File: config.mk
export PLATFORM = sky130hd
export DESIGN_NAME = mpra_mod_step
export DESIGN_NICKNAME = d
export VERILOG_FILES = /design/src/rtl/core/mobius_pixel_remap_address_unit_assert.svh /design/src/rtl/core/mpra_pkg.sv /design/src/rtl/core/mpra_mod_step.sv
export SDC_FILE = /design/constraint.sdc
export NUM_CORES = 1
export LEC_CHECK = 0
export ABC_AREA = 1
export BUFFER_PORTS_ARGS = -buffer_cell sky130_fd_sc_hd__buf_2
export CAP_MARGIN = 20
export CORE_UTILIZATION = 42
export DETAILED_ROUTE_END_ITERATION = 8
export PLACE_DENSITY = 0.67
export SLEW_MARGIN = 20
export SYNTH_ARGS = -nofsm -noshare
export SYNTH_HDL_FRONTEND = slang
export SYNTH_SLANG_ARGS = --single-unit
File: constraint.sdc
create_clock -name clk_i -period 1 [get_ports clk_i]
set_clock_uncertainty 0.05 [all_clocks]
set_input_delay 0.2 -clock clk_i [delete_from_list [all_inputs] [get_ports clk_i]]
set_output_delay 0.2 -clock clk_i [all_outputs]
set_load 0.005 [all_outputs]
File: src/rtl/core/mobius_pixel_remap_address_unit_assert.svh
// Assertion macros for the Mobius remap address unit.
// Expects clk_i and rst_ni in the including module's scope.
`ifndef MOBIUS_PIXEL_REMAP_ADDRESS_UNIT_ASSERT_SVH
`define MOBIUS_PIXEL_REMAP_ADDRESS_UNIT_ASSERT_SVH
`ifndef SYNTH
`define MPRA_ASSERT_CLK(lbl, prop) \
  lbl: assert property (@(posedge clk_i) disable iff (!rst_ni) prop) \
    else $error("mobius remap: assertion failed");
`define MPRA_ASSERT_RST(lbl, prop) \
  lbl: assert property (@(posedge clk_i) prop) \
    else $error("mobius remap: reset assertion failed");
`else
`define MPRA_ASSERT_CLK(lbl, prop)
`define MPRA_ASSERT_RST(lbl, prop)
`endif
`endif

File: src/rtl/core/mpra_pkg.sv
// Shared types, constants and helpers for the Mobius remap address unit.
// No dependencies.
package mpra_pkg;

  localparam int COEF_W    = 32;  // one Q-format coefficient half
  localparam int SPLIT_W   = 24;  // low slice width for wide multiplies
  localparam int QUOT_BITS = 31;  // quotient magnitude bits
  localparam int SUM_W     = 33;  // signed offset sum
  localparam int VAL_W     = 32;  // magnitude of offset sum
  localparam int MOD_W     = 13;  // modulus register width
  localparam int ADDR_W    = 12;  // address width
  localparam int STEP_BITS = 2;   // dividend bits per remainder stage
  localparam int CFG_IDX_W = 3;

  localparam logic [QUOT_BITS-1:0] QUOT_MAX    = '1;
  localparam logic [SUM_W-1:0]     ADDR_OFFSET = 33'd1000000;
  localparam logic [MOD_W-1:0]     MOD_MAX     = 13'd4096;
  localparam logic [MOD_W-1:0]     MOD_MIN     = 13'd1;

  typedef enum logic [1:0] {
    STATUS_OK       = 2'd0,
    STATUS_DEN_ZERO = 2'd1,
    STATUS_SAT      = 2'd2
  } status_e;

  typedef enum logic [CFG_IDX_W-1:0] {
    CFG_COEF_A  = 3'd0,
    CFG_COEF_B  = 3'd1,
    CFG_COEF_C  = 3'd2,
    CFG_COEF_D  = 3'd3,
    CFG_FRAME_W = 3'd4,
    CFG_FRAME_H = 3'd5
  } cfg_idx_e;

  // control that rides along the back half of the pipeline
  typedef struct packed {
    logic valid;
    logic den_zero;
    logic sat_re;
    logic sat_im;
    logic neg_re;
    logic neg_im;
  } ctl_t;

  // one restoring remainder step: shift in one dividend bit, subtract if fits
  function automatic logic [ADDR_W-1:0] rem_step(input logic [ADDR_W-1:0] r,
                                                input logic b,
                                                input logic [MOD_W-1:0] m);
    logic [MOD_W-1:0] t;
    t = {r, b};
    if (t >= m) begin
      t = t - m;
    end
    return t[ADDR_W-1:0];
  endfunction

endpackage

File: src/rtl/core/mpra_mod_step.sv
// Remainder stage: folds two dividend bits per lane into the running remainder.
// Depends on mpra_pkg (ctl_t, rem_step).
module mpra_mod_step #(
  parameter int TopBit = 31
) (
  input  logic                              clk_i,
  input  logic                              rst_ni,
  input  logic                              en_i,
  input  mpra_pkg::ctl_t                    ctl_i,
  input  logic [mpra_pkg::MOD_W-1:0]        mw_i,
  input  logic [mpra_pkg::MOD_W-1:0]        mh_i,
  input  logic [mpra_pkg::VAL_W-1:0]        ax_i,
  input  logic [mpra_pkg::VAL_W-1:0]        ay_i,
  input  logic [mpra_pkg::ADDR_W-1:0]       rx_i,
  input  logic [mpra_pkg::ADDR_W-1:0]       ry_i,
  output mpra_pkg::ctl_t                    ctl_o,
  output logic [mpra_pkg::VAL_W-1:0]        ax_o,
  output logic [mpra_pkg::VAL_W-1:0]        ay_o,
  output logic [mpra_pkg::ADDR_W-1:0]       rx_o,
  output logic [mpra_pkg::ADDR_W-1:0]       ry_o
);

  logic [mpra_pkg::ADDR_W-1:0] rx_d, ry_d, rx_q, ry_q;
  logic [mpra_pkg::VAL_W-1:0]  ax_q, ay_q;
  mpra_pkg::ctl_t              ctl_q;

  always_comb begin
    rx_d = rx_i;
    ry_d = ry_i;
    for (int k = 0; k < mpra_pkg::STEP_BITS; k++) begin
      rx_d = mpra_pkg::rem_step(rx_d, ax_i[TopBit-k], mw_i);
      ry_d = mpra_pkg::rem_step(ry_d, ay_i[TopBit-k], mh_i);
    end
  end

  always_ff @(posedge clk_i or negedge rst_ni) begin
    if (!rst_ni) begin
      ctl_q <= '0;
    end else if (en_i) begin
      ctl_q <= ctl_i;
    end
  end

  always_ff @(posedge clk_i) begin
    if (en_i) begin
      ax_q <= ax_i;
      ay_q <= ay_i;
      rx_q <= rx_d;
      ry_q <= ry_d;
    end
  end

  assign ctl_o = ctl_q;
  assign ax_o  = ax_q;
  assign ay_o  = ay_q;
  assign rx_o  = rx_q;
  assign ry_o  = ry_q;

endmodule

==> results of run 1 <==
-- sequential cells by signal (all words and copies together), names as in the netlist --
signal  cells
ctl_o       6
ry_o       12
ay_o       32
ax_o       32
rx_o       12
-- power groups by stage --
stage	logic, mW	clock network (mW)	registers (mW)
5_1_grt	9.80	3.45	5.15
4_1_cts	7.92	3.26	5.10
3_5_place_dp	6.51	0	5.18
3_3_place_gp	6.42	0	5.17
6_report	9.26	3.24	5.12
2_1_floorplan	3.58	0	5.24
-- worst max path at each step --
stage / cells after the start / endpoint / slack (ns)
floorplan: 20 / ry_o[2] / -1.73
global placement: 22 / ry_o[5] / -2.25
detailed placement: 22 / ry_o[5] / -2.31
CTS: 20 / rx_o[1] / -1.65
global route: 18 / rx_o[6] / -2.07
finish: 21 / rx_o[6] / -1.97
-- Yosys cell counts --
cell type | count | area (µm²)
a21boi_0 | 1 | 7.510
a21oi_2 | 2 | 17.52
nand4_1 | 37 | 231.5
edfxtp_1 | 88 | 2643
nor2_1 | 49 | 183.9
xnor2_1 | 10 | 87.58
mux2_2 | 6 | 67.56
and2_1 | 22 | 137.6
buf_2 | 3 | 15.01
o21bai_1 | 3 | 22.52
nand3b_1 | 10 | 75.07
a31oi_1 | 4 | 25.02
a21o_1 | 2 | 15.01
inv_1 | 115 | 431.7
nand3_1 | 62 | 310.3
xor2_1 | 14 | 122.6
dfrtp_1 | 6 | 150.1
nand3_2 | 6 | 60.06
a21oi_1 | 24 | 120.1
clkbuf_1 | 2 | 7.510
nand2_2 | 2 | 12.51
nand2_1 | 248 | 930.9
o21ai_0 | 4 | 20.02
nor3_1 | 1 | 5.000
fa_1 | 4 | 80.08
buf_4 | 6 | 45.04
ha_1 | 52 | 650.6
buf_6 | 2 | 22.52
nor2_2 | 4 | 25.02
-- cell families (layout without fill, tap and decap cells) --
kind of cell,Yosys count,after routing,share of synthesized area
AO/OA/AOI/OAI,40,40,0.03491
flip-flops,94,94,0.4282
AND/OR/NAND/NOR,441,443,0.3023
multiplexers,6,6,0.01036
buffers and inverters,128,691,0.07999
XOR/XNOR,24,24,0.03223
adder cells (fa/ha/maj),56,56,0.1120
-- routing by layer --
layer / up-vias / track usage / wire [µm]
li1: 3740 / - / -
met1: 3827 / 0.3667 / 10280
met2: 514 / 0.5528 / 13870
met3: 141 / 0.06031 / 2264
met4: 0 / 0.1347 / 1475
met5: - / 0 / 0
-- timing repair --
item,CTS,global route
resized for setup,165,104
endpoints found under the hold margin,65,2
gates cloned,4,0
pin swaps,94,95
endpoints found under the setup margin,118,118
buffers inserted,80,22
hold buffers,60,2
-- final cells by class --
type	instances	area, µm²
clock inverter	5	35.03
inverter	115	461.7
timing repair buffer	560	3974
tap	188	235.2
clock buffer	11	232.7
fill	823	2770
multi-input combinational	569	4701
sequential	94	2793
-- through the flow --
step           hold slack (ns)  instance area, µm²  TNS, ns  setup slack, ns
2_1_floorplan          -0.1456                7144   -40.94           -1.728
3_3_place_gp          -0.01870                9726   -52.47           -2.252
3_5_place_dp          -0.01699                9726   -53.96           -2.310
4_1_cts              0.0006953               11890   -49.08           -1.654
5_1_grt              0.0007483               12430   -60.01           -2.069
6_report               0.01168               12430   -54.45           -1.966
==> flow_summary.toml, run 1 <==
[drt]
vias = 8222
wl_mm = 27.90
drc_errors = 0
vias_per_cell = 5.332
dr.pass1.iters = 5
drt_iter0_markers = 571
avgRoutedWirePerCell_um = 18.09
final_antenna_net_count = 0

[power_and_ir_drop]
p_leak_nw = 6.003
pwr-share-comb = 0.525
p_clk_frac = 0.184
internal-power_mw = 11.27
p_switching_mw = 6.358
p_sw_frac = 0.3607
irDropWorstVdd_uv = 854.6
power_mw = 17.63
power_frac_seq = 0.290
power.density_mw_per_mm2 = 1418

[worst_setup_path]
reg2reg_from = "ctl_o[4]"
critical_path.startpoint_type = "input pin"
critPathLaunch = "ax_i[31]"
critPathArrivalTime_ns = 3.12
worstPathCellList = "buf_2 -> inv_2 -> ha_1 -> inv_1 -> fa_2 -> nand3_1 -> nand3_2 -> nand2_2 -> nand3b_1 -> nand2_1 -> nand2_4 -> and2_4 -> ha_4 -> nand2_4 -> nor2_4 -> nand4_1 -> nor2_2 -> nand3b_1 -> buf_6 -> nand2_2 -> nand2_1"
crit_path_top_delay_cell = "fa_2"
cp_max_fo = 6
reg2regPathDepth = 1
cp_top_family = "simple AND/OR/NAND/NOR gates"
critical_path_class = "in -> reg"
required_ns = 1.15
slowest_delay_ns = 0.35
worst-path-buf-inv = 4
worstReg2RegEnd = "ctl_o[4]"
endpoint_kind = "flip-flop"
ff2ff_setup_slack_ns = 0.20

[cts]
clkTransAtPathRegs_ns = 0.07
clock_path_buffers = 2
cts_buffers = 9
cts_tree = "yes"
h-tree-depth = 3
root_buffer = "clkbuf_16"
worstSkewPairLatency_ns = 0.35
clock-sinks = 94

[grt]
grt_pass1_wl_mm = 38.55
antenna_found_initial = 0
grt_max_degree = 51
gr-total-overflow = 0
grt_pass1_vias = 7702
grt_usage = 0.3115

[yosys]
synth.distinct_cells = 29
ys_ff_latch = 94
synth.avg_cell_area_um2 = 8.267
netlist_instances = 789
yosysSeqAreaShare = 0.4282
synth_fp_nets = 968
syn-cell-area_mm2 = 0.006523
ys_warn_count = 0

[sta]
slew_headroom = 0.7989
fin_crit_ns = 2.966
setup_ws_ns = -1.966
rsz0062_at_grt = "true"
fmaxAchievable_mhz = 337.2
worst_slew_pin_slew_ns = 0.2995
drv_slew = 0
setup_violations = 118
post-route-period-util = 2.966
hold_viol_final = 0

[die]
core_area_mm2 = 0.01520
dieWidth_um = 126.6
rows = 45
start_util = 0.4291
fp.dieH_um = 126.6
io-pin-count = 217
dieArea_mm2 = 0.01603

[worst_hold_path]
hold-path-cell-count = 1
hp-start = "ax_i[12]"
holdPathEnd = "ax_o[12]"
hold_class = "in -> reg"

[layout]
antenna_cells = 0
nNetsFinal = 1528
syn_to_final_growth_pct = 90.60
final_common_cell = "buf_4"
final_util = 0.8178
drive_gt1_frac = 0.5894
fin_cells = 1542
layout_common_cells = "buf_4, buf_2, nand2_1, edfxtp_1, inv_1"

[placed_design]
place_hpwl_mm = 16.13
io_buffers = 216
place_congestion = 0.9399
dpl.cell_count = 1360

[flow_run]
cap_violations = 0

[run_status]
violations = "negative setup slack"
status = "finished with violations"
(Power assumes the default switching activity.)
==> inputs of run 2 (changes only) <==
==> constraint.sdc (replaced) <==
create_clock -name clk_i -period 3.5 [get_ports clk_i]
set_clock_uncertainty 0.05 [all_clocks]
set_input_delay 0.7 -clock clk_i [delete_from_list [all_inputs] [get_ports clk_i]]
set_output_delay 0.7 -clock clk_i [all_outputs]
set_load 0.005 [all_outputs]
==> flow_summary.toml, run 2 (synthesis gave the netlist of run 1 again) <==
[run_status]
status = "completed"

[cts]
h-tree-depth = 3
cts_buffers = 9
clock-sinks = 94
clock_path_buffers = 2
cts_tree = "yes"
root_buffer = "clkbuf_16"
cts_hold_buffers = 0
clkTransAtPathRegs_ns = 0.08
worstSkewPairLatency_ns = 0.34

[placed_design]
place_hpwl_mm = 15.88
place_congestion = 0.9197
pre_cts_slack_ns = -0.3981
io_buffers = 216

[power_and_ir_drop]
p_leak_nw = 5.242
irDropWorstVdd_uv = 284.3
power.density_mw_per_mm2 = 423.8

[die]
start_util = 0.4291
dieWidth_um = 126.6
io-pin-count = 217
rows = 45
core_area_mm2 = 0.01520
dieArea_mm2 = 0.01603
fp.dieH_um = 126.6

[grt]
grt_pass1_vias = 6585
grt_pass1_wl_mm = 30.74
gr-total-overflow = 0
antenna_found_initial = 0
grt_usage = 0.2448
grt_max_degree = 39

[drt]
dr.pass1.iters = 5
drc_errors = 0
wl_mm = 20.43
final_antenna_net_count = 0
vias_per_cell = 4.929
vias = 6969
avgRoutedWirePerCell_um = 14.45
drt_iter0_markers = 294

[worst_setup_path]
required_ns = 3.55
critical_path.startpoint_type = "input pin"
critical_path_class = "in -> reg"
endpoint_kind = "flip-flop"
cp_max_fo = 6
critPathArrivalTime_ns = 3.41

[sta]
drv_slew = 0
finalSetupTns_ns = 0
fmaxAchievable_mhz = 297.3
post-route-period-util = 0.9611
setup_violations = 0
slew_headroom = 0.6409
worst_slew_pin_slew_ns = 0.5387
setup_ws_ns = 0.1360
fin_crit_ns = 3.364
hold_viol_final = 0

[layout]
antenna_cells = 0
layout_common_cells = "nand2_1, buf_2, buf_4, inv_1, edfxtp_1"
multi_input_area_mm2 = 0.003737
final_common_cell = "nand2_1"
drive_gt1_frac = 0.4364
nNetsFinal = 1400
seq_area_mm2 = 0.002793
fill_cells = 1255
syn_to_final_growth_pct = 57.40

[worst_hold_path]
hold_class = "in -> async"

[flow_run]
cap_violations = 0
[run 2: area by class of cell]
cell class / instances / area share
repair buffers: 433 / 0.2703
inverters: 115 / 0.04205
multi-input cells: 568 / 0.3640
clock buffers: 9 / 0.02194
clock inverters: 7 / 0.006703
well taps: 188 / 0.02291
flip-flops and latches: 94 / 0.2720
[run 2: what timing repair did]
| action | 4_1_cts | 5_1_grt |
|---|---|---|
| setup buffers | 1 | 9 |
| pin swaps | 1 | 13 |
| endpoints found under the setup margin | 4 | 24 |
| cloned | 0 | 2 |
| gates resized for setup | 4 | 88 |
[run 2: critical path: stages]
cell and delay [ns]:
buf_2 0.08, inv_1 0.07, ha_1 0.30, buf_4 0.13, nand2_1 0.10, nor2_2 0.14
nand4_1 0.20, nand3_4 0.14, buf_6 0.13, nand2_1 0.08, and2_1 0.15, ha_1 0.31
buf_4 0.12, nand2_1 0.08, buf_4 0.14, nor2_1 0.12, nand3_1 0.13, nand3_1 0.11
nand2_1 0.05, nand3_1 0.07, nand2_1 0.05
[run 2: where the power goes]
| group | switching [mW] | internal [mW] | leakage [nW] | total (mW) |
|---|---|---|---|---|
| Combinational | 0.960 | 0.977 | 4.17 | 1.94 |
| Clock | 0.455 | 0.501 | 0.143 | 0.955 |
| Sequential | 0.0438 | 1.42 | 0.931 | 1.46 |
| Total | 1.46 | 2.89 | 5.24 | 4.35 |
[run 2: worst paths after layout]
path / from / end / slack (ns) / cells past startpoint
max: mw_i[6] / rx_o[11] / 0.14 / 21
min: rst_ni / ctl_o[5] / 0.11 / 1
max reg2reg: ctl_o[5] / ctl_o[5] / 2.68 / 1
min reg2reg: ctl_o[1] / ctl_o[1] / 0.45 / 1
max in group asynchronous: rst_ni / ctl_o[3] / 3.14 / 1
min in group clk_i: ctl_o[1] / ctl_o[1] / 0.45 / 1
[run 2: layer usage]
layer / GRT usage / vias to the layer above / share of wire / wire length, µm
met5: 0 / - / 0 / 0
met4: 0.08859 / 0 / 0.032 / 645
met3: 0.03416 / 49 / 0.050 / 1023
met2: 0.4634 / 244 / 0.51 / 10490
met1: 0.2790 / 3192 / 0.40 / 8274
li1: - / 3484 / - / -
[run 2: metrics by stage]
step / power, mW / instance area, µm² / hold slack [ns] / util / instances
final: 4.351 / 10270 / 0.1090 / 0.6753 / 1414
after global routing: 4.625 / 10270 / 0.1025 / 0.6753 / 1414
after CTS: 4.189 / 9661 / 0.09826 / 0.6355 / 1403
after detailed placement: 3.212 / 9323 / 0.4397 / 0.6133 / 1386
after global placement: 3.186 / 9323 / 0.4342 / 0.6133 / 1386
after floorplan: 2.348 / 6523 / 0.3544 / - / 789
